===== config.mk =====
export PLATFORM = sky130hd
export DESIGN_NAME = perlin3d_lerp
export DESIGN_NICKNAME = d
export VERILOG_FILES = /design/src/sv/perlin3d_lerp.sv
export SDC_FILE = /design/constraint.sdc
export NUM_CORES = 1
export LEC_CHECK = 0
export ABC_AREA = 1
export BUFFER_PORTS_ARGS = -buffer_cell sky130_fd_sc_hd__buf_2
export CAP_MARGIN = 5
export CORE_MARGIN = 2
export CORE_UTILIZATION = 33
export DETAILED_ROUTE_END_ITERATION = 7
export PLACE_DENSITY = 0.53
export SLEW_MARGIN = 30
export SYNTH_ARGS = -nofsm -noshare
export SYNTH_HDL_FRONTEND = slang
export SYNTH_SLANG_ARGS = --single-unit

===== constraint.sdc =====
create_clock -name clk -period 9.29 [get_ports clk]
set_input_delay 1.3935 -clock clk [delete_from_list [all_inputs] [get_ports clk]]
set_output_delay 1.3935 -clock clk [all_outputs]
set_load 0.02 [all_outputs]

===== src/sv/perlin3d_lerp.sv =====
// Two-stage fixed-point lerp a + floor((b - a) * t / 2^FB) with a split multiply.
`default_nettype none
module perlin3d_lerp #(
  parameter int AW = 19,
  parameter int TW = 23,
  parameter int RW = 27,
  parameter int FB = 16
) (
  input  wire logic                 clk,
  input  wire logic                 en,
  input  wire logic signed [AW-1:0] a,
  input  wire logic signed [AW-1:0] b,
  input  wire logic signed [TW-1:0] t,
  output logic      signed [RW-1:0] y
);

  localparam int DW = AW + 1;
  localparam int LO = DW / 2;
  localparam int HI = DW - LO;
  localparam int PW = DW + TW;

  logic signed [DW-1:0]    diff;
  logic signed [LO:0]      lo_s;
  logic signed [HI-1:0]    hi_s;
  logic signed [LO+TW:0]   pl;
  logic signed [HI+TW-1:0] ph;
  logic signed [AW-1:0]    a_q;
  logic signed [PW-1:0]    prod;
  logic signed [PW-1:0]    shq;
  logic signed [RW-1:0]    y_next;

  assign diff = DW'(b) - DW'(a);
  assign lo_s = $signed({1'b0, diff[LO-1:0]});
  assign hi_s = $signed(diff[DW-1:LO]);

  // Recombine the partial products, floor-shift and add the base.
  assign prod   = (PW'(ph) <<< LO) + PW'(pl);
  assign shq    = prod >>> FB;
  assign y_next = RW'(shq + PW'(a_q));

  always_ff @(posedge clk) begin
    if (en) begin
      pl  <= lo_s * t;
      ph  <= hi_s * t;
      a_q <= a;
      y   <= y_next;
    end
  end

endmodule
`default_nettype wire


# Word-level counts from Yosys, hierarchy flattened
# Cells that the tools add are included.
# op_classes
n_addsub	3
n_mul	2
# ops
cell	n
adder 43 x 34 -> 43 bit	1
multiplier 11 x 23 -> 34 bit	1
multiplier 10 x 23 -> 33 bit	1
adder 27 x 19 -> 27 bit	1
subtractor 19 x 19 -> 20 bit	1
# totals
register_bits	113
output_inout_bits	27
elab_cells	9

# Logic depth before layout (Yosys ltp)
# depth
ltp_word	2
ltp_mapped	36
depth_no_buf	35

# Least setup slack after synthesis
# Ideal clock, no wire load.
# synth_path
kind	input to register
from	in b[0]
to	reg ph[32], data pin
cell_stages	26
setup_slack_ps	2270
arrival_time_ps	6767
path_cell_list	inv_1 > ha_1 > inv_1 > fa_1 > nand3_1 > nand2_1 > a21oi_4 > o21ai_4 > nand2_1 > nand2_1 > nand2_2 > nand2_2 > nor2_1 > fa_1 > fa_1 > inv_1 > fa_1 > fa_1 > fa_1 > inv_1 > ha_1 > nand2_1 > nor4_1 > nand3_1 > nand3_1 > nand2_1
# synth_between
elab_chain_len	2
# synth_rtl
element	line_no	text
start: declaration	12	input wire logic signed [AW-1:0] b,
subtractor 19 x 19 -> 20 bit	32	assign diff = DW'(b) - DW'(a);
multiplier 10 x 23 -> 33 bit	44	ph <= hi_s * t;
end signal: assignment	44	
end: declaration	26	logic signed [HI+TW-1:0] ph;
# Every way passes these cells.
# A chain may end at the register's enable or synchronous reset.

# Final worst setup path
# Same ends and word-level chain as after synthesis.

==> flow_summary.toml <==
[hold_path]
min_path_type = "flip-flop to flip-flop"

[worst_setup_path]
slowest_stage = "nand2_1"
crit_end = "ph[32]"
reg2regPathDepth = 16
crit_path_start_kind = "input port"
cp-end-kind = "flip-flop"
cp.arrival_ps = 8690
cpMostUsedCell = "nand2_1"
worstReg2RegStart = "pl[26]"
crit_fanout = 12
r2r_slack_ps = 5210
cp.required_ps = 9410
crit_start = "b[0]"
slowest_delay_ps = 690
r2r_end = "y[26]"
critPathKind = "input port to flip-flop"

[grt]
track_usage_pct = 21.5
overflow = 0
grt_pass1_vias = 21400
grt_max_degree = 58
antenna_found_initial = 0
grt_pass1_wl_um = 123000

[cts]
ctsHoldBuffers = 0
ctsLongestPathBuffers = 2
cts.sinks = 103
cts_resized = 0
cts_tree = "built"
cts_setup_buffers = 0
root_buffer = "clkbuf_16"
htreeDepth = 3
insertion_delay_ps = 360
path_clk_slew_ps = 70
cts_buffers = 9

[timing]
finalClockSkew_ps = 14.9
finalSetupViolCount = 0
worst_pin_slew_ps = 980
fin_tns_setup_ps = 0
finalHoldViolations = 0
relSlewSlack_pct = 34.6
fmax_ghz = 0.117
period_share_pct = 92.2
rsz0062_at_grt = "no"
drv_slew = 0
period_minus_slack_ps = 8570

[die]
die_h_um = 275
row_count = 99
fp.coreArea_um2 = 72800
ioPinCount = 90
die_area_um2 = 75600
die-width_um = 275
start_util_pct = 33.3

[outcome]
status = "finished clean"

[yosys]
syn_area_um2 = 24200
synth-seq-area-share_pct = 12.8
synthArstFlopShare_pct = 0
synth_edf_count = 103
ys_warn_count = 0
syn_area_per_cell_um2 = 7.92
synthDistinctLibCells = 47
synth-seq-cells = 103
synth_cells = 3062
synthFlopType = "edfxtp_1"
syn_nets = 3745

[routing]
ant_nets = 0
vias = 20300
drt-initial-drc-count = 1651
drt-total-wl_um = 79600
drt_first_pass_iters = 5
vias_per_cell = 4.99
avgRoutedWirePerCell_um = 19.6
drc = 0

[placed_design]
dp_hpwl_um = 67300
io_buffers = 89
routabilityCongestion = 0.956

[finish]
mostFrequentLayoutCell = "inv_1"
antenna_cells = 0
final_cell_mix = "inv_1 (615), nand2_1 (550), nor2_1 (409)"
areaGrowthSynthToFinish_pct = 7.33
fin_nets = 3792
layout-drive-gt1-share_pct = 5.27

[job]
max_cap_violations = 0
==> metal layers <==
layer,global-route usage [%],share of wire [%],vias up
li1,-,-,9576
met3,3.35,6.6,128
met5,0,0,-
met1,29.9,46,9903
met4,7.72,3.8,0
met2,33.8,44,702
==> critical path, delay by kind of cell <==
kind,cells,cell delay [ps]
buffers and inverters,6,480
AND/OR/NAND/NOR,14,2910
AO/OA/AOI/OAI,3,530
adder cells (fa/ha/maj),8,3380
==> cell families after synthesis <==
kind of cell	synth area share [%]
buffers and inverters	11.2
xor gates and xnor gates	3.50
DFF	12.8
adders and majority gates	44.3
and+or+nand+nor	20.7
AOI/OAI and AO/OA	7.54
==> layout make-up <==
| type | instances | area (um^2) |
|---|---|---|
| Timing Repair Buffer | 104 | 561 |
| Multi-Input combinational cell | 2259 | 18400 |
| Tap cell | 959 | 1200 |
| Fill cell | 7791 | 46800 |
| Clock buffer | 9 | 225 |
| Sequential cell | 103 | 3090 |
| Clock inverter | 7 | 119 |
| Inverter | 632 | 2370 |
==> metrics by stage <==
stage | worst slack [ps] | instance area, um^2 | instances | hold WS (ps) | utilization [%]
after global routing | 420 | 26000 | 4073 | 600 | 35.7
final | 720 | 26000 | 4073 | 570 | 35.7
after floorplan | 2270 | 24200 | 3062 | 526 | -
after CTS | 919 | 26000 | 4073 | 574 | 35.7
after detailed placement | 529 | 25700 | 4057 | 550 | 35.2
after global placement | 546 | 25700 | 4057 | 562 | 35.2
==> registers in the layout, indices dropped and copies added, names as in the netlist <==
register and count:
ph 33, pl 24, y 27, a_q 19
==> synth_stat cells (22+ instances only) <==
library cell    n  area share [%]
clkbuf_1       40            0.62
ha_1          223              12
xor2_1         74             2.7
a21oi_1       156             3.2
nor3_1         24            0.50
edfxtp_1      103              13
o21ai_0        97             2.0
nand2_1       550             8.5
fa_1          397              33
nor2_1        409             6.3
inv_1         615             9.5
nand4_1        22            0.57
nand3_1       161             3.3
==> how the worst min path moves through the flow <==
stage / slack, ps / startpoint / end / depth (start not counted)
floorplan: 530 / a_q[0] / y[0] / 1
global placement: 560 / a_q[0] / y[0] / 1
detailed placement: 550 / a_q[0] / y[0] / 1
CTS: 570 / a_q[0] / y[0] / 1
global route: 600 / a_q[0] / y[0] / 1
finish: 570 / a_q[0] / y[0] / 1
Power is left out: the tool's default activity adds up to more than one toggle a clock period on the data nets, which glitch-free logic cannot reach.
